### src/hdl/cmdtok_pkg.sv
`timescale 1ns / 1ps

package cmdtok_pkg;

	localparam int TOK_W  = 8;
	localparam int CHAR_W = 8;
	localparam int BUF_W  = 13;
	localparam int STAT_W = 2;
	localparam int CFG_W  = 13;
	localparam int MAX_RES = 3;
	localparam int RCNT_W = 2;

	localparam logic [TOK_W-1:0] MAX_TOKENS_RST  = 8'd80;
	localparam logic [BUF_W-1:0] BUFFER_SIZE_RST = 13'd2048;

	localparam logic CFG_MAX_TOKENS  = 1'b0;
	localparam logic CFG_BUFFER_SIZE = 1'b1;

	localparam logic [STAT_W-1:0] ST_OK       = 2'd0;
	localparam logic [STAT_W-1:0] ST_TOO_MANY = 2'd1;
	localparam logic [STAT_W-1:0] ST_FULL     = 2'd2;

	localparam logic [CHAR_W-1:0] CH_NUL   = 8'h00;
	localparam logic [CHAR_W-1:0] CH_TAB   = 8'h09;
	localparam logic [CHAR_W-1:0] CH_LF    = 8'h0A;
	localparam logic [CHAR_W-1:0] CH_SPACE = 8'h20;
	localparam logic [CHAR_W-1:0] CH_QUOTE = 8'h22;
	localparam logic [CHAR_W-1:0] CH_SLASH = 8'h2F;
	localparam logic [CHAR_W-1:0] CH_SEMI  = 8'h3B;

	typedef enum logic [2:0] {
		MODE_BETWEEN,
		MODE_SLASH,
		MODE_BARE,
		MODE_QUOTED,
		MODE_STOPPED
	} mode_t;

	typedef struct packed {
		logic [TOK_W-1:0]  token_index;
		logic              token_start;
		logic              has_char;
		logic [CHAR_W-1:0] char_out;
		logic              token_end;
		logic              line_done;
		logic [TOK_W-1:0]  token_count;
		logic [STAT_W-1:0] status;
	} res_t;

	// Results caused by one item, slot 0 first
	typedef struct packed {
		logic [RCNT_W-1:0]        count;
		res_t [MAX_RES-1:0]       res;
	} bundle_t;

	function automatic res_t mk_res(
		input logic              start,
		input logic              hc,
		input logic [CHAR_W-1:0] ch,
		input logic              fin,
		input logic              done,
		input logic [TOK_W-1:0]  idx,
		input logic [TOK_W-1:0]  cnt,
		input logic [STAT_W-1:0] st
	);
		res_t r;
		r.token_index = idx;
		r.token_start = start;
		r.has_char    = hc;
		r.char_out    = hc ? ch : '0;
		r.token_end   = fin;
		r.line_done   = done;
		r.token_count = cnt;
		r.status      = st;
		return r;
	endfunction

	function automatic logic room(
		input logic [BUF_W-1:0] used,
		input logic [BUF_W-1:0] size
	);
		return ({1'b0, used} + {{BUF_W{1'b0}}, 1'b1}) < {1'b0, size};
	endfunction

endpackage

### src/hdl/cmdtok_if.sv
`timescale 1ns / 1ps

interface cmdtok_char_if;
	logic                           valid;
	logic                           ready;
	logic [cmdtok_pkg::CHAR_W-1:0]  char_byte;
	logic                           last;

	modport source (output valid, output char_byte, output last, input ready);
	modport sink   (input valid, input char_byte, input last, output ready);
endinterface

interface cmdtok_res_if;
	logic                           valid;
	logic                           ready;
	logic [cmdtok_pkg::TOK_W-1:0]   token_index;
	logic                           token_start;
	logic                           has_char;
	logic [cmdtok_pkg::CHAR_W-1:0]  char_out;
	logic                           token_end;
	logic                           line_done;
	logic [cmdtok_pkg::TOK_W-1:0]   token_count;
	logic [cmdtok_pkg::STAT_W-1:0]  status;
	logic                           last_result;

	modport source (
		output valid, output token_index, output token_start, output has_char,
		output char_out, output token_end, output line_done, output token_count,
		output status, output last_result, input ready
	);
	modport sink (
		input valid, input token_index, input token_start, input has_char,
		input char_out, input token_end, input line_done, input token_count,
		input status, input last_result, output ready
	);
endinterface

### src/hdl/command_line_tokenizer.sv
`timescale 1ns / 1ps
// Channel   Dir  Handshake          Payload
// chars     in   valid/ready        char_byte, last
// tokens    out  valid/ready        token_index .. status, last_result
// cfg       in   cfg_we, no ready   cfg_index, cfg_data
//
// A byte is decoded in the cycle it is taken; its results (zero to three) sit in
// the result register and leave one per cycle while the output is ready. A new
// byte is taken in the cycle the last held result is taken. Reset clears the
// scan state and loads the register defaults.
// A stalled output holds the current result and blocks further bytes.

module command_line_tokenizer (
	input  logic                          clk,
	input  logic                          arst_n,
	cmdtok_char_if.sink                   chars,
	cmdtok_res_if.source                  tokens,
	input  logic                          cfg_we,
	input  logic                          cfg_index,
	input  logic [cmdtok_pkg::CFG_W-1:0]  cfg_data
);

	logic                 load_ok;
	logic                 push;
	cmdtok_pkg::bundle_t  bundle;

	cmdtok_core u_core (
		.clk       (clk),
		.arst_n    (arst_n),
		.chars     (chars),
		.load_ok   (load_ok),
		.cfg_we    (cfg_we),
		.cfg_index (cfg_index),
		.cfg_data  (cfg_data),
		.push      (push),
		.bundle    (bundle)
	);

	cmdtok_out u_out (
		.clk     (clk),
		.arst_n  (arst_n),
		.push    (push),
		.bundle  (bundle),
		.load_ok (load_ok),
		.tokens  (tokens)
	);

endmodule

### src/hdl/cmdtok_core.sv
`timescale 1ns / 1ps

module cmdtok_core (
	input  logic                              clk,
	input  logic                              arst_n,
	cmdtok_char_if.sink                       chars,
	input  logic                              load_ok,
	input  logic                              cfg_we,
	input  logic                              cfg_index,
	input  logic [cmdtok_pkg::CFG_W-1:0]      cfg_data,
	output logic                              push,
	output cmdtok_pkg::bundle_t               bundle
);

	logic                               accept;
	logic [cmdtok_pkg::TOK_W-1:0]       max_tokens_q;
	logic [cmdtok_pkg::BUF_W-1:0]       buffer_size_q;
	cmdtok_pkg::mode_t                  mode_q;
	logic [cmdtok_pkg::TOK_W-1:0]       tokens_q;
	logic [cmdtok_pkg::BUF_W-1:0]       bytes_q;
	logic [cmdtok_pkg::STAT_W-1:0]      fail_q;

	cmdtok_pkg::mode_t                  mode_c;
	cmdtok_pkg::mode_t                  open_next_c;
	cmdtok_pkg::mode_t                  close_next_c;
	logic [cmdtok_pkg::TOK_W-1:0]       tokens_c;
	logic [cmdtok_pkg::BUF_W-1:0]       bytes_c;
	logic [cmdtok_pkg::STAT_W-1:0]      fail_c;
	logic [cmdtok_pkg::RCNT_W-1:0]      n_c;
	cmdtok_pkg::res_t [cmdtok_pkg::MAX_RES-1:0] res_c;
	logic                               open_req_c;
	logic                               open_has_c;
	logic [cmdtok_pkg::CHAR_W-1:0]      open_first_c;
	logic                               bare_c;
	logic                               put_req_c;
	logic                               close_req_c;
	logic [cmdtok_pkg::CHAR_W-1:0]      c;
	logic                               is_ws;
	logic                               is_stop;

	assign chars.ready = load_ok;
	assign accept      = chars.valid && load_ok;
	assign c           = chars.char_byte;
	assign is_ws       = (c == cmdtok_pkg::CH_SPACE) || (c == cmdtok_pkg::CH_TAB);
	assign is_stop     = (c == cmdtok_pkg::CH_NUL) || (c == cmdtok_pkg::CH_SEMI) ||
	                     (c == cmdtok_pkg::CH_LF);

	always_comb begin
		mode_c       = mode_q;
		tokens_c     = tokens_q;
		bytes_c      = bytes_q;
		fail_c       = fail_q;
		n_c          = '0;
		res_c        = '0;
		open_req_c   = 1'b0;
		open_has_c   = 1'b0;
		open_first_c = '0;
		open_next_c  = cmdtok_pkg::MODE_BARE;
		close_next_c = cmdtok_pkg::MODE_BETWEEN;
		bare_c       = 1'b0;
		put_req_c    = 1'b0;
		close_req_c  = 1'b0;

		// decide what this byte does
		case (mode_q)
			cmdtok_pkg::MODE_BETWEEN: begin
				if (is_ws) begin
					mode_c = cmdtok_pkg::MODE_BETWEEN;
				end else if (is_stop) begin
					mode_c = cmdtok_pkg::MODE_STOPPED;
				end else if (c == cmdtok_pkg::CH_SLASH) begin
					if (chars.last) begin
						// line ends on a pending slash: open it as a bare token
						open_req_c   = 1'b1;
						open_has_c   = 1'b1;
						open_first_c = cmdtok_pkg::CH_SLASH;
					end else begin
						mode_c = cmdtok_pkg::MODE_SLASH;
					end
				end else if (c == cmdtok_pkg::CH_QUOTE) begin
					open_req_c  = 1'b1;
					open_next_c = cmdtok_pkg::MODE_QUOTED;
				end else begin
					open_req_c   = 1'b1;
					open_has_c   = 1'b1;
					open_first_c = c;
				end
			end
			cmdtok_pkg::MODE_SLASH: begin
				if (c == cmdtok_pkg::CH_SLASH) begin
					mode_c = cmdtok_pkg::MODE_STOPPED;
				end else begin
					open_req_c   = 1'b1;
					open_has_c   = 1'b1;
					open_first_c = cmdtok_pkg::CH_SLASH;
					bare_c       = 1'b1;
				end
			end
			cmdtok_pkg::MODE_BARE: begin
				bare_c = 1'b1;
			end
			cmdtok_pkg::MODE_QUOTED: begin
				if (c == cmdtok_pkg::CH_NUL) begin
					close_req_c  = 1'b1;
					close_next_c = cmdtok_pkg::MODE_STOPPED;
				end else if (c == cmdtok_pkg::CH_QUOTE) begin
					close_req_c  = 1'b1;
					close_next_c = cmdtok_pkg::MODE_BETWEEN;
				end else begin
					put_req_c = 1'b1;
				end
			end
			default: begin
				mode_c = mode_q;
			end
		endcase

		// open a token, or fail the line
		if (open_req_c) begin
			if (tokens_c >= max_tokens_q) begin
				fail_c = cmdtok_pkg::ST_TOO_MANY;
				mode_c = cmdtok_pkg::MODE_STOPPED;
				bare_c = 1'b0;
			end else if (!cmdtok_pkg::room(bytes_c, buffer_size_q)) begin
				fail_c = cmdtok_pkg::ST_FULL;
				mode_c = cmdtok_pkg::MODE_STOPPED;
				bare_c = 1'b0;
			end else begin
				tokens_c = tokens_c + 8'd1;
				if (open_has_c) begin
					bytes_c = bytes_c + 13'd1;
				end
				mode_c   = open_next_c;
				res_c[n_c] = cmdtok_pkg::mk_res(1'b1, open_has_c, open_first_c, 1'b0,
					1'b0, tokens_c - 8'd1, tokens_c, fail_c);
				n_c = n_c + 2'd1;
			end
		end

		if (bare_c) begin
			if (is_stop) begin
				close_req_c  = 1'b1;
				close_next_c = cmdtok_pkg::MODE_STOPPED;
			end else if (is_ws) begin
				close_req_c  = 1'b1;
				close_next_c = cmdtok_pkg::MODE_BETWEEN;
			end else begin
				put_req_c = 1'b1;
			end
		end

		// drop the character silently when the buffer is full
		if (put_req_c && cmdtok_pkg::room(bytes_c, buffer_size_q)) begin
			bytes_c = bytes_c + 13'd1;
			res_c[n_c] = cmdtok_pkg::mk_res(1'b0, 1'b1, c, 1'b0, 1'b0,
				tokens_c - 8'd1, tokens_c, fail_c);
			n_c = n_c + 2'd1;
		end

		if (close_req_c) begin
			bytes_c = bytes_c + 13'd1;
			mode_c  = close_next_c;
			res_c[n_c] = cmdtok_pkg::mk_res(1'b0, 1'b0, '0, 1'b1, 1'b0,
				tokens_c - 8'd1, tokens_c, fail_c);
			n_c = n_c + 2'd1;
		end

		if (chars.last) begin
			if (mode_c == cmdtok_pkg::MODE_BARE || mode_c == cmdtok_pkg::MODE_QUOTED) begin
				res_c[n_c] = cmdtok_pkg::mk_res(1'b0, 1'b0, '0, 1'b1, 1'b1,
					tokens_c - 8'd1, tokens_c, fail_c);
			end else begin
				res_c[n_c] = cmdtok_pkg::mk_res(1'b0, 1'b0, '0, 1'b0, 1'b1,
					'0, tokens_c, fail_c);
			end
			n_c      = n_c + 2'd1;
			mode_c   = cmdtok_pkg::MODE_BETWEEN;
			tokens_c = '0;
			bytes_c  = '0;
			fail_c   = cmdtok_pkg::ST_OK;
		end
	end

	assign push         = accept && (n_c != '0);
	assign bundle.count = n_c;
	assign bundle.res   = res_c;

	always_ff @(posedge clk or negedge arst_n) begin
		if (!arst_n) begin
			max_tokens_q  <= cmdtok_pkg::MAX_TOKENS_RST;
			buffer_size_q <= cmdtok_pkg::BUFFER_SIZE_RST;
		end else if (cfg_we) begin
			case (cfg_index)
				cmdtok_pkg::CFG_MAX_TOKENS:  max_tokens_q  <= cfg_data[cmdtok_pkg::TOK_W-1:0];
				cmdtok_pkg::CFG_BUFFER_SIZE: buffer_size_q <= cfg_data[cmdtok_pkg::BUF_W-1:0];
				default: max_tokens_q <= max_tokens_q;
			endcase
		end
	end

	always_ff @(posedge clk or negedge arst_n) begin
		if (!arst_n) begin
			mode_q   <= cmdtok_pkg::MODE_BETWEEN;
			tokens_q <= '0;
			bytes_q  <= '0;
			fail_q   <= cmdtok_pkg::ST_OK;
		end else if (accept) begin
			mode_q   <= mode_c;
			tokens_q <= tokens_c;
			bytes_q  <= bytes_c;
			fail_q   <= fail_c;
		end
	end

endmodule

### src/hdl/cmdtok_out.sv
`timescale 1ns / 1ps

module cmdtok_out (
	input  logic                 clk,
	input  logic                 arst_n,
	input  logic                 push,
	input  cmdtok_pkg::bundle_t  bundle,
	output logic                 load_ok,
	cmdtok_res_if.source         tokens
);

	logic                                      valid_q;
	logic [cmdtok_pkg::RCNT_W-1:0]             cnt_s1;
	cmdtok_pkg::res_t [cmdtok_pkg::MAX_RES-1:0] res_s1;
	logic [cmdtok_pkg::RCNT_W-1:0]             ptr_q;
	logic                                      is_last;
	logic                                      take;
	cmdtok_pkg::res_t                          cur;

	assign cur     = res_s1[ptr_q];
	assign is_last = (ptr_q == cnt_s1 - 2'd1);
	assign take    = valid_q && tokens.ready;
	// the held bundle frees up as its final result is taken
	assign load_ok = !valid_q || (take && is_last);

	assign tokens.valid       = valid_q;
	assign tokens.token_index = cur.token_index;
	assign tokens.token_start = cur.token_start;
	assign tokens.has_char    = cur.has_char;
	assign tokens.char_out    = cur.char_out;
	assign tokens.token_end   = cur.token_end;
	assign tokens.line_done   = cur.line_done;
	assign tokens.token_count = cur.token_count;
	assign tokens.status      = cur.status;
	assign tokens.last_result = is_last;

	always_ff @(posedge clk or negedge arst_n) begin
		if (!arst_n) begin
			valid_q <= 1'b0;
			ptr_q   <= '0;
		end else if (push) begin
			valid_q <= 1'b1;
			ptr_q   <= '0;
		end else if (take) begin
			if (is_last) begin
				valid_q <= 1'b0;
				ptr_q   <= '0;
			end else begin
				ptr_q <= ptr_q + 2'd1;
			end
		end
	end

	always_ff @(posedge clk) begin
		if (push) begin
			cnt_s1 <= bundle.count;
			res_s1 <= bundle.res;
		end
	end

endmodule
### src/flat_wrapper.sv
// flat-port wrapper written by rule: the top's interface ports become plain ports
module command_line_tokenizer_flat 
  (clk, arst_n, cfg_we, cfg_index, cfg_data, chars_valid, chars_char_byte, chars_last, chars_ready, tokens_valid, tokens_token_index, tokens_token_start, tokens_has_char, tokens_char_out, tokens_token_end, tokens_line_done, tokens_token_count, tokens_status, tokens_last_result, tokens_ready);
  cmdtok_char_if chars_i ();
  cmdtok_res_if tokens_i ();
  input  logic clk;
  input  logic arst_n;
  input  logic cfg_we;
  input  logic cfg_index;
  input  logic [cmdtok_pkg::CFG_W-1:0] cfg_data;
  input wire logic [$bits(chars_i.valid)-1:0] chars_valid;
  input wire logic [$bits(chars_i.char_byte)-1:0] chars_char_byte;
  input wire logic [$bits(chars_i.last)-1:0] chars_last;
  output wire logic [$bits(chars_i.ready)-1:0] chars_ready;
  output wire logic [$bits(tokens_i.valid)-1:0] tokens_valid;
  output wire logic [$bits(tokens_i.token_index)-1:0] tokens_token_index;
  output wire logic [$bits(tokens_i.token_start)-1:0] tokens_token_start;
  output wire logic [$bits(tokens_i.has_char)-1:0] tokens_has_char;
  output wire logic [$bits(tokens_i.char_out)-1:0] tokens_char_out;
  output wire logic [$bits(tokens_i.token_end)-1:0] tokens_token_end;
  output wire logic [$bits(tokens_i.line_done)-1:0] tokens_line_done;
  output wire logic [$bits(tokens_i.token_count)-1:0] tokens_token_count;
  output wire logic [$bits(tokens_i.status)-1:0] tokens_status;
  output wire logic [$bits(tokens_i.last_result)-1:0] tokens_last_result;
  input wire logic [$bits(tokens_i.ready)-1:0] tokens_ready;
  assign chars_i.valid = chars_valid;
  assign chars_i.char_byte = chars_char_byte;
  assign chars_i.last = chars_last;
  assign chars_ready = chars_i.ready;
  assign tokens_valid = tokens_i.valid;
  assign tokens_token_index = tokens_i.token_index;
  assign tokens_token_start = tokens_i.token_start;
  assign tokens_has_char = tokens_i.has_char;
  assign tokens_char_out = tokens_i.char_out;
  assign tokens_token_end = tokens_i.token_end;
  assign tokens_line_done = tokens_i.line_done;
  assign tokens_token_count = tokens_i.token_count;
  assign tokens_status = tokens_i.status;
  assign tokens_last_result = tokens_i.last_result;
  assign tokens_i.ready = tokens_ready;
  command_line_tokenizer u_core (.clk(clk), .arst_n(arst_n), .chars(chars_i), .tokens(tokens_i), .cfg_we(cfg_we), .cfg_index(cfg_index), .cfg_data(cfg_data));
endmodule
### config.mk
export PLATFORM = sky130hd
export DESIGN_NAME = command_line_tokenizer_flat
export DESIGN_NICKNAME = d
export VERILOG_FILES = /design/src/hdl/cmdtok_pkg.sv /design/src/hdl/cmdtok_if.sv /design/src/hdl/command_line_tokenizer.sv /design/src/hdl/cmdtok_core.sv /design/src/hdl/cmdtok_out.sv /design/src/flat_wrapper.sv
export SDC_FILE = /design/constraint.sdc
export NUM_CORES = 1
export LEC_CHECK = 0
export BUFFER_PORTS_ARGS = -buffer_cell sky130_fd_sc_hd__clkbuf_2
export CORE_MARGIN = 2
export CORE_UTILIZATION = 30
export DETAILED_ROUTE_END_ITERATION = 16
export PLACE_DENSITY = 0.56
export SLEW_MARGIN = 5
export SYNTH_ARGS = -nofsm -noshare
export SYNTH_HDL_FRONTEND = slang
export SYNTH_SLANG_ARGS = --single-unit
### constraint.sdc
create_clock -name clk -period 10.39 [get_ports clk]
set_clock_uncertainty 0.2 [all_clocks]
set_input_delay 2.5975 -clock clk [delete_from_list [all_inputs] [get_ports clk]]
set_output_delay 2.5975 -clock clk [all_outputs]
set_load 0.05 [all_outputs]
### Word level (Yosys, flattened, before mapping)

Cells that the tools add are included.

* flip-flop bits (word level): 142
* latch bits: 0
* RAM bits: 0
* bits in read-only memories: 0
* bits of input ports: 28
* output and inout bits: 33
* word-level logic and storage cells: 192
* memories: 0

* $add $sub $neg: 13
* $mul: 0
* divide/modulo/power cells: 0
* order comparisons: 10
* equality and inequality tests: 12
* shift-type cells: 0
* multiplexer cells: 101
* bitwise operators: 1
* reduce and logical (&&, ||, !) cells: 22

Operator list (number)
* 90-bit bitwise mux: 4
* 90-bit two-way mux: 4
* 30-bit two-way mux: 7
* 30-bit demux with 2-bit select: 3
* 13-bit two-way mux: 7
* 8-bit two-way mux: 9
* 30-bit binary-select mux with 2-bit select: 1
* 3-bit two-way mux: 15
* 13-bit by 1-bit adder with 13-bit output (second input constant): 3
* 1-bit two-way mux: 34
* 8-bit by 6-bit equality test with 1-bit output (second input constant): 4
* 13-bit by 1-bit adder with 14-bit output (second input constant): 2
* 14-bit by 13-bit less-than comparator with 1-bit output: 2
* 2-bit two-way mux: 10
* 8-bit by 4-bit equality test with 1-bit output (second input constant): 2
* 8-bit case mux with 2 select lines: 1
* 8-bit by 1-bit subtractor with 8-bit output (second input constant): 2
* 3-bit by 2-bit equality test with 1-bit output (second input constant): 4
* 2-bit by 3-bit less-than comparator with 1-bit output (second input constant): 4
* 6-bit two-way mux: 2
* 2-bit by 1-bit adder with 2-bit output (second input constant): 4
* 8-bit by 1-bit adder with 8-bit output (second input constant): 1
* 8-bit >= comparator: 1
* 1-bit logical AND: 8
* 13 further kinds: 25

### Longest topological paths before layout

Gate-level depths: netlist of the first run.

* depth after elaboration: 23
* gate-level depth with buffers: 42
* mapped depth without buffers: 38

### By module

Synthesis of the first run repeated with hierarchy kept, for this count alone.

* cell total of the unflattened synthesis: 1035
* area total of the unflattened synthesis: 9704.3 sq um

By module, submodules not included
* cmdtok_core: instances 1, cells each 820, area each 6135.9 sq um, sequential area each 1179.9 sq um
* cmdtok_out: instances 1, cells each 215, area each 3568.4 sq um, sequential area each 2837.7 sq um

### Least setup slack after synthesis of the first run

No wires, ideal clock.

* kind: input to register
* start point: input chars_char_byte[0]
* end point: register u_core.u_out.cnt_s1[0] (netlist name) (enable)
* setup time: 0.435 ns
* arrival: 10.000 ns
* data required time: 9.755 ns
* setup slack: -0.244 ns
* stages on the path: 31
* path buffers: 5
* cell sequence: clkbuf_1 > nor4b_2 > a211oi_2 > o41a_1 > buf_2 > nand3_2 > buf_2 > nand2_1 > nand2_1 > ha_1 > clkbuf_1 > nand2_1 > or4_4 > o2bb2ai_1 > a2111oi_2 > xor2_1 > ha_1 > a211oi_1 > o21a_1 > o211ai_1 > nor2_1 > o211ai_1 > a31o_2 > a21oi_1 > buf_2 > ha_1 > xor2_1 > ha_1 > mux2i_1 > o21bai_1 > inv_1

RTL lines
* from (decl): RTL line flat_wrapper.sv:12 `input wire logic [$bits(chars_i.char_byte)-1:0] chars_char_byte;`
* to (signal assigned): RTL line cmdtok_out.sv:56 `cnt_s1 <= bundle.count;`
* to (decl): RTL line cmdtok_out.sv:13 `logic [cmdtok_pkg::RCNT_W-1:0] cnt_s1;`

==> results of run 1 <==
[worst max-delay path, delay by kind of cell]
family / cells / cell delay [ns]
simple gates: 9 / 1.97
fa+ha+maj: 4 / 1.02
xor+xnor: 1 / 0.15
compound gates: 11 / 2.82
mux: 1 / 0.10
buf+inv: 4 / 0.89
[power by group through the flow]
stage / combinational [W] / sequential [W] / clock [W]
floorplan: 0.00122 / 0.000860 / 0
global placement: 0.00165 / 0.000909 / 0
detailed placement: 0.00166 / 0.000913 / 0
CTS: 0.00166 / 0.000903 / 0.000620
global route: 0.00181 / 0.000924 / 0.000641
finish: 0.00166 / 0.000903 / 0.000609
[worst max-delay path by stage]
stage	from	to	slack, ns	cells after the start
2_1_floorplan	chars_char_byte[0]	u_core.u_out.cnt_s1[0]	0.04	31
3_3_place_gp	chars_char_byte[5]	u_core.u_out.res_s1[84]	0.49	30
3_5_place_dp	chars_char_byte[5]	u_core.u_out.res_s1[84]	0.25	30
4_1_cts	chars_char_byte[5]	u_core.u_out.res_s1[84]	0.66	30
5_1_grt	chars_char_byte[5]	u_core.u_out.res_s1[55]	0.13	34
6_report	chars_char_byte[4]	u_core.u_out.res_s1[84]	0.74	30
[cell usage in the layout, fill, tap and decap left out, types with 4 or more instances in the layout]
cell,instances
nand2_1,107
nor2_1,94
o21ai_0,86
edfxtp_1,81
clkbuf_2,60
dfrtp_1,47
ha_1,46
xnor2_1,39
inv_1,37
mux2i_1,34
nand3_1,33
a21oi_1,33
xor2_1,28
buf_4,28
and2_1,25
nor3_1,17
clkbuf_16,17
mux2_2,16
nand4_1,15
a21o_1,13
nor4_1,12
a31oi_1,11
o22ai_1,11
and3_1,9
nand2b_1,9
o21a_1,9
or3_1,8
o211ai_1,8
nor2b_1,6
inv_8,6
and4_1,5
nor3b_1,5
a211oi_1,5
a211o_1,5
or4_1,4
a311oi_1,4
o31ai_1,4
[sequential cells by signal, summed over array words and instances, names as in the netlist]
name                         cells
u_core.u_core.max_tokens_q       8
u_core.u_core.buffer_size_q     13
u_core.u_core.bytes_q           13
u_core.u_out.cnt_s1              2
u_core.u_out.tokens.valid        1
u_core.u_out.res_s1             79
u_core.u_core.mode_q             3
u_core.u_out.ptr_q               2
u_core.u_core.tokens_q           8
u_core.u_core.fail_q             2
[per-stage QoR]
stage,cell area (um^2),power (W)
floorplan,9360,0.00208
global placement,10100,0.00256
detailed placement,10100,0.00257
CTS,10700,0.00319
global route,10700,0.00337
finish,10700,0.00317
[routing by layer]
| metal | vias up | GRT usage | wire (um) |
|---|---|---|---|
| li1 | 3778 | - | - |
| met1 | 3815 | 0.220 | 12400 |
| met2 | 206 | 0.272 | 12400 |
| met3 | 43 | 0.0253 | 1060 |
| met4 | 0 | 0.0571 | 638 |
| met5 | - | 0 | 0 |
[kinds of logic after synthesis]
| kind of cell | count (synthesis) | synth area share |
|---|---|---|
| compound gates | 240 | 0.176 |
| xor+xnor | 68 | 0.0651 |
| fa+ha+maj | 46 | 0.0615 |
| buf+inv | 101 | 0.0455 |
| flops | 131 | 0.394 |
| mux | 50 | 0.0556 |
| simple gates | 371 | 0.203 |
[final cells by class]
cell class,count,area [um^2],area share
tap,396,495,0.0463
clock buffer,17,425,0.0397
sequential,131,3690,0.344
multi-input combinational,775,5260,0.491
timing repair buffer,89,531,0.0495
clock inverter,15,159,0.0148
inverter,39,150,0.0140
==> key figures, run 1 <==
Synth
  • Sequential-to-total area share from yosys stat: 0.394
  • Post-Synthesis Cells: 1007
  • Number of flops mapped to enable cells by yosys: 81
  • Most numerous cell in the Yosys netlist: nand2_1
  • FF+latch count, synth: 131
  • Async SR Flop Fraction: 0.382
  • Syn_nets: 1081
  • Synth Flop Type: edfxtp_1
  • Cell taking the most area after synthesis: edfxtp_1
  • Share of the synthesized area in the top cell type: 0.260
  • Synth cell count leaders: nand2_1 (107), nor2_1 (94), o21ai_0 (86)
  • Synth top area cells: edfxtp_1 (26%), dfrtp_1 (13%), ha_1 (6.1%)
  • Synth warnings: 0
  • Synthesized area: 9360 um^2
  • Syn Area/Cell: 9.29 um^2
  • Synth unique cells: 90

STA
  • WHS: 0.308 ns
  • Achievable Freq: 104 MHz
  • Setup Viol. Count Final: 0
  • Final period demand of the worst path: 9.65 ns
  • RSZ-0062 raised after global routing: no
  • Final hold violations: 0
  • Setup TNS: 0 ns
  • Max Slew Vio Count: 0
  • Relative slew slack: 0.450
  • Crit share post-route: 0.928
  • Worst slew pin tran: 0.826 ns
  • Fin worst setup slack: 0.744 ns

Clock tree
  • Clock sink count: 131
  • Root buffer selected by CTS: clkbuf_16
  • CTS tree: built
  • Clock-pin slew on the worst setup and hold paths: 0.07 ns
  • Max Root-Sink Buffers: 2
  • Setup bufs post-CTS: 0
  • Hold_buf cts: 0
  • Total CTS buffers: 17
  • H-tree levels: 4
  • Post-cts sizing count: 0
  • Worst skew pair latency: 0.44 ns

Drt
  • Vias: 7842
  • Drt drc: 0
  • DR vias/cell: 5.36
  • Drt pass-1 iters: 5
  • Iteration-0 DRC Markers: 530
  • WL final: 26500 um
  • ANT nets after route: 0
  • WL/cell: 18.1 um

Setup path
  • Worst-path maximum fanout: 27
  • R2R Path Start: u_core.u_core.bytes_q[1]
  • Critical Path End Type: flip-flop
  • R2R depth: 36
  • CP Data Arrival Time: 9.60 ns
  • CP peak stage delay: 0.46 ns
  • Setup CP Type: input pin to flip-flop
  • Required @ worst endpoint: 10.34 ns
  • R2R Path End: u_core.u_out.res_s1[84]
  • Slowest CP cell: nor4b_4
  • FF-to-FF setup slack: 1.03 ns
  • Worst Setup Start Kind: input pin

Power
  • Int Power: 0.00161 W
  • Switching Fraction: 0.493
  • Leak: 4.21 nW
  • Seq pwr share: 0.285
  • Sw power: 0.00156 W
  • Maximum vdd ir drop: 0.139 mV
  • Comb pwr share: 0.523
  • Clock network power share: 0.192
  • Power per cell area: 296 nW/um^2

Placed design
  • HPWL Detailed: 19600 um
  • Input/output buffers: 60
  • Pre-CTS WS: 0.247 ns
  • Inst Count DP: 1430
  • Placer Congestion: 0.844

Floorplanning
  • Die H: 181 um
  • Num rows: 64
  • Die Wd: 181 um
  • Core Area: 30700 um^2
  • Die ar.: 32600 um^2
  • # IOs: 61
  • Starting density of the core: 0.305

Layout
  • Layout cell share with drive strength beyond 1: 0.162
  • Nets: 1127
  • Area Overhead vs Synth: 14.4%
  • N_diodes: 0
  • Fillcell total: 3145
  • Final non-filler cell total: 1462
  • Final core area utilization: 0.349

Worst hold path
  • Hold Path Class: flip-flop to flip-flop
  • Hold Path Sink: u_core.u_core.buffer_size_q[10]
  • Hold Startpoint: u_core.u_core.buffer_size_q[10]
  • WHS Path Cells: 1

GRT
  • Number of global-route vias before repair: 7741
  • Tot GR Track Use: 0.165
  • First-pass GRT wire length: 42900 um
  • Antenna violations before repair: 0
  • Largest net degree at the start of global routing: 55
  • Remaining global-route overflow: 0

Job
  • Max-cap violations: 0

Run status
  • Outcome: finished clean
Note: power is estimated with default switching activity, not from simulation.
==> run 2: changes to the inputs <==
--- a/config.mk
+++ b/config.mk
@@ -7,9 +7,9 @@
 export LEC_CHECK = 0
 export BUFFER_PORTS_ARGS = -buffer_cell sky130_fd_sc_hd__clkbuf_2
 export CORE_MARGIN = 2
-export CORE_UTILIZATION = 30
+export CORE_UTILIZATION = 56
 export DETAILED_ROUTE_END_ITERATION = 16
-export PLACE_DENSITY = 0.56
+export PLACE_DENSITY = 0.86
 export SLEW_MARGIN = 5
 export SYNTH_ARGS = -nofsm -noshare
 export SYNTH_HDL_FRONTEND = slang
==> key figures, run 2 (synthesis gave the netlist of run 1 again) <==
STA
  • Final period demand of the worst path: 9.75 ns
  • Achievable Freq: 103 MHz
  • Setup Viol. Count Final: 0
  • Relative slew slack: 0.371
  • Worst slew pin tran: 0.939 ns
  • Setup TNS: 0 ns
  • Crit share post-route: 0.939
  • RSZ-0062 raised after global routing: no
  • Max Slew Vio Count: 0
  • Final hold violations: 0

Run status
  • Outcome: finished clean

Layout
  • Layout cell share with drive strength beyond 1: 0.158
  • Fillcell total: 1319
  • Max FFs per register: 79
  • N_diodes: 0
  • Final core area utilization: 0.635
  • Regs by FF count: u_core.u_out.res_s1 (79), u_core.u_core.buffer_size_q (13), u_core.u_core.bytes_q (13)
  • Most frequent cells in the layout: nand2_1 (107), nor2_1 (94), o21ai_0 (86)
  • Final non-filler cell total: 1281
  • Area Overhead vs Synth: 11.7%
  • Top reg by flops: u_core.u_out.res_s1
  • Most common cell after layout, fill and taps aside: nand2_1
  • Nets: 1122

Drt
  • Vias: 8066
  • DR vias/cell: 6.30
  • WL final: 24200 um
  • Iteration-0 DRC Markers: 851
  • WL/cell: 18.9 um
  • Drt drc: 0
  • DR WL met2: 11200 um
  • Metal3 WL: 1730 um
  • Top sig layer: met4
  • Post-Route M1 WL: 10300 um
  • Drt pass-1 iters: 7
  • ANT nets after route: 0

Power
  • Maximum vdd ir drop: 0.286 mV
  • Switching Fraction: 0.487
  • Clock network power share: 0.190
  • Power per cell area: 298 nW/um^2
  • Comb pwr share: 0.523
  • Sw power: 0.00152 W
  • Seq pwr share: 0.287
  • Int Power: 0.00160 W
  • Leak: 4.19 nW

Setup path
  • Worst-path maximum fanout: 13
  • R2R depth: 40
  • Worst Setup Start Kind: input pin
  • Required @ worst endpoint: 10.37 ns
  • FF-to-FF setup slack: 0.85 ns
  • Crit-path most repeated cell: nand2_1
  • Setup CP Type: input pin to flip-flop
  • CP peak stage delay: 0.46 ns
  • Slowest CP cell: a2111oi_2
  • Critical Path End Type: flip-flop
  • CP Data Arrival Time: 9.73 ns

GRT
  • Remaining global-route overflow: 0
  • Largest net degree at the start of global routing: 61
  • Number of global-route vias before repair: 7614
  • First-pass GRT wire length: 39200 um
  • Tot GR Track Use: 0.278
  • Antenna violations before repair: 0

Clock tree
  • Hold_buf cts: 0
  • Clock sink count: 131
  • H-tree levels: 4
  • Root buffer selected by CTS: clkbuf_16
  • Post-cts sizing count: 0
  • Worst skew pair latency: 0.43 ns
  • Max Root-Sink Buffers: 2
  • Total CTS buffers: 17
  • Setup bufs post-CTS: 0
  • Clock-pin slew on the worst setup and hold paths: 0.07 ns
  • CTS tree: built

Placed design
  • Input/output buffers: 60
  • Inst Count DP: 1249
  • Placer Congestion: 0.946
  • HPWL Detailed: 17300 um

Floorplanning
  • Die Wd: 133 um
  • Die H: 133 um
  • Starting density of the core: 0.568
  • Num rows: 47
  • Core Area: 16500 um^2
  • # IOs: 61
  • Die ar.: 17800 um^2

Worst hold path
  • WHS Path Cells: 1
  • Hold Path Class: flip-flop to flip-flop

Job
  • Max-cap violations: 0
-- run 2: cell types whose count changed in the layout (fill, tap and decap cells not counted), sizes merged --
| cell | change |
|---|---|
| buf | -5 |
| clkinv | -1 |
| inv | +1 |
-- run 2: cell type report --
class / instances / area [um^2] / share of cell area
multi-input cells: 775 / 5260 / 0.503
flip-flops and latches: 131 / 3690 / 0.353
inverters: 39 / 150 / 0.0144
well taps: 220 / 275 / 0.0263
clock buffers: 17 / 425 / 0.0407
clock inverters: 15 / 159 / 0.0152
repair buffers: 84 / 493 / 0.0472
-- run 2: power by group through the flow --
stage	logic (W)	registers, W	clock network (W)
floorplan	0.00122	0.000860	0
global placement	0.00157	0.000891	0
detailed placement	0.00160	0.000900	0
CTS	0.00161	0.000892	0.000595
global route	0.00175	0.000911	0.000619
finish	0.00163	0.000894	0.000592
-- run 2: worst paths after layout --
kind	startpoint	to
worst max-delay path	chars_char_byte[1]	u_core.u_out.res_s1[6]
worst min-delay path	u_core.u_core.buffer_size_q[1]	u_core.u_core.buffer_size_q[1]
worst max register to register	u_core.u_core.bytes_q[1]	u_core.u_out.res_s1[6]
worst min register to register	u_core.u_core.buffer_size_q[1]	u_core.u_core.buffer_size_q[1]
max in group asynchronous	arst_n	u_core.u_core.max_tokens_q[5]
min in group asynchronous	arst_n	u_core.u_core.bytes_q[12]
-- run 2: through the flow --
step	worst slack [ns]	hold WS, ns	total power, W	instance area (um^2)
finish	0.637	0.306	0.00311	10500
global route	0.107	0.325	0.00328	10500
CTS	0.666	0.306	0.00310	10500
detailed placement	0.238	0.292	0.00250	9870
global placement	0.502	0.288	0.00246	9870
floorplan	0.0410	0.279	0.00208	9360
-- run 2: layer usage --
metal  vias up  global-route usage
met5         -                   0
met2       378               0.448
met1      3845               0.371
met3        75              0.0525
met4         0               0.119
li1       3768                   -
-- run 2: critical path: cells and delay by family --
kind	cells	cell delay, ns
AND/OR/NAND/NOR	9	1.57
multiplexers	1	0.27
AO/OA/AOI/OAI	14	3.39
buffers and inverters	5	0.83
adder cells (fa/ha/maj)	4	0.91
XOR/XNOR	1	0.15
==> run 3: changes to the inputs <==
--- a/config.mk
+++ b/config.mk
@@ -9,7 +9,7 @@
 export CORE_MARGIN = 2
 export CORE_UTILIZATION = 56
 export DETAILED_ROUTE_END_ITERATION = 16
-export PLACE_DENSITY = 0.86
+export PLACE_DENSITY = 0.76
 export SLEW_MARGIN = 5
 export SYNTH_ARGS = -nofsm -noshare
 export SYNTH_HDL_FRONTEND = slang
==> constraint.sdc (replaced) <==
create_clock -name clk -period 8.9 [get_ports clk]
set_clock_uncertainty 0.2 [all_clocks]
set_input_delay 2.225 -clock clk [delete_from_list [all_inputs] [get_ports clk]]
set_output_delay 2.225 -clock clk [all_outputs]
set_load 0.05 [all_outputs]
==> key figures, run 3 (synthesis gave the netlist of run 1 again) <==
Placed design
  • Placer Congestion: 1.01
  • HPWL Detailed: 17800 um
  • Input/output buffers: 60
  • Inst Count DP: 1271
  • Dpl cell area: 10100 um^2

Power
  • Comb pwr share: 0.531
  • Maximum vdd ir drop: 0.311 mV
  • Power per cell area: 349 nW/um^2
  • Clock network power share: 0.193
  • Total power: 0.00375 W
  • Seq pwr share: 0.276
  • Sw power: 0.00177 W
  • Leak: 4.31 nW
  • Int Power: 0.00197 W
  • Switching Fraction: 0.474

Layout
  • Final instance area: 10700 um^2
  • Seq. cell area: 3690 um^2
  • Most frequent cells in the layout: nand2_1 (106), nor2_1 (92), o21ai_0 (85)
  • Regs by FF count: u_core.u_out.res_s1 (79), u_core.u_core.buffer_size_q (13), u_core.u_core.bytes_q (13)
  • Max FFs per register: 79
  • Area Overhead vs Synth: 14.7%
  • N_diodes: 0
  • Fillcell total: 1332
  • Layout cell share with drive strength beyond 1: 0.186
  • Nets: 1144
  • Final non-filler cell total: 1303
  • Multi-input gate area: 5350 um^2
  • Top reg by flops: u_core.u_out.res_s1
  • Most common cell after layout, fill and taps aside: nand2_1

Setup path
  • CP Data Arrival Time: 8.34 ns
  • Worst Setup Start Kind: input pin
  • Setup CP Type: input pin to flip-flop
  • Worst-path maximum fanout: 60
  • Required @ worst endpoint: 8.80 ns
  • Critical Path End Type: flip-flop
  • Slowest CP cell: or4_4
  • Worst Setup SP: chars_char_byte[5]
  • CP peak stage delay: 0.45 ns
  • Crit-path most repeated cell: ha_1
  • R2R Path Start: u_core.u_core.bytes_q[4]

Run status
  • Outcome: finished clean

STA
  • Crit share post-route: 0.949
  • Setup Viol. Count Final: 0
  • Final period demand of the worst path: 8.44 ns
  • RSZ-0062 raised after global routing: no
  • Worst slew pin tran: 0.847 ns
  • Setup TNS: 0 ns
  • Final hold violations: 0
  • Relative slew slack: 0.434
  • Max Slew Vio Count: 0
  • Achievable Freq: 118 MHz

Floorplanning
  • Die H: 133 um
  • Die ar.: 17800 um^2
  • Starting density of the core: 0.568
  • # IOs: 61
  • Core Area: 16500 um^2
  • Die Wd: 133 um
  • Num rows: 47

Drt
  • WL/cell: 18.7 um
  • DR vias/cell: 6.15
  • WL final: 24300 um
  • ANT nets after route: 0
  • Drt pass-1 iters: 5
  • Vias: 8014
  • Iteration-0 DRC Markers: 761
  • Drt drc: 0

GRT
  • First-pass GRT wire length: 39600 um
  • Tot GR Track Use: 0.283
  • Largest net degree at the start of global routing: 61
  • Antenna violations before repair: 0
  • Remaining global-route overflow: 0
  • Number of global-route vias before repair: 7842

Clock tree
  • Clock sink count: 131
  • H-tree levels: 4
  • Max Root-Sink Buffers: 2
  • Root buffer selected by CTS: clkbuf_16
  • Total CTS buffers: 17
  • CTS tree: built
  • Post-cts sizing count: 0
  • Hold_buf cts: 0
  • Clock-pin slew on the worst setup and hold paths: 0.07 ns
  • Worst skew pair latency: 0.44 ns
  • Setup bufs post-CTS: 0

Worst hold path
  • Hold Startpoint: u_core.u_core.buffer_size_q[8]
  • Hold Path Class: flip-flop to flip-flop

Job
  • Max-cap violations: 0
run 3: metrics by stage:
step	setup slack, ns	utilization	hold slack, ns
floorplan	-0.356	-	0.279
global placement	0.224	0.615	0.288
detailed placement	0.0751	0.615	0.294
CTS	0.479	0.652	0.309
global route	0.0723	0.652	0.329
finish	0.457	0.652	0.305
run 3: worst paths after layout:
kind                                                  endpoint  slack, ns  depth (start not counted)
max in group asynchronous            u_core.u_core.tokens_q[3]       6.32                          2
worst min register to register  u_core.u_core.buffer_size_q[8]       0.31                          1
worst max-delay path                   u_core.u_out.res_s1[25]       0.46                         29
min in group asynchronous                u_core.u_out.ptr_q[0]       1.72                          2
worst min-delay path            u_core.u_core.buffer_size_q[8]       0.31                          1
worst max register to register         u_core.u_out.res_s1[25]       0.59                         34
run 3: layout make-up:
cell class                      count  area share
Tap cell                          220      0.0257
Sequential cell                   131       0.344
Multi-Input combinational cell    775       0.499
Clock inverter                     15      0.0169
Timing Repair Buffer              106      0.0613
Clock buffer                       17      0.0396
Inverter                           39      0.0140
run 3: per-layer routing:
metal,vias up,wire [um],track usage
met1,3749,10200,0.362
li1,3820,-,-
met2,367,11300,0.461
met5,-,0,0
met4,0,986,0.135
met3,78,1810,0.0575
run 3: power groups by stage:
stage | Combinational, W | Clock [W] | Sequential, W
2_1_floorplan | 0.00147 | 0 | 0.00100
3_3_place_gp | 0.00192 | 0 | 0.00103
3_5_place_dp | 0.00195 | 0 | 0.00104
4_1_cts | 0.00197 | 0.000731 | 0.00103
5_1_grt | 0.00216 | 0.000751 | 0.00105
6_report | 0.00199 | 0.000723 | 0.00103
run 3: critical path, delay by kind of cell:
family                     cells  cell delay [ns]
AOI/OAI and AO/OA              9             2.06
xor gates and xnor gates       2             0.29
adders and majority gates      4             0.93
buffers and inverters          5             0.85
muxes                          1             0.25
and+or+nand+nor                8             1.69
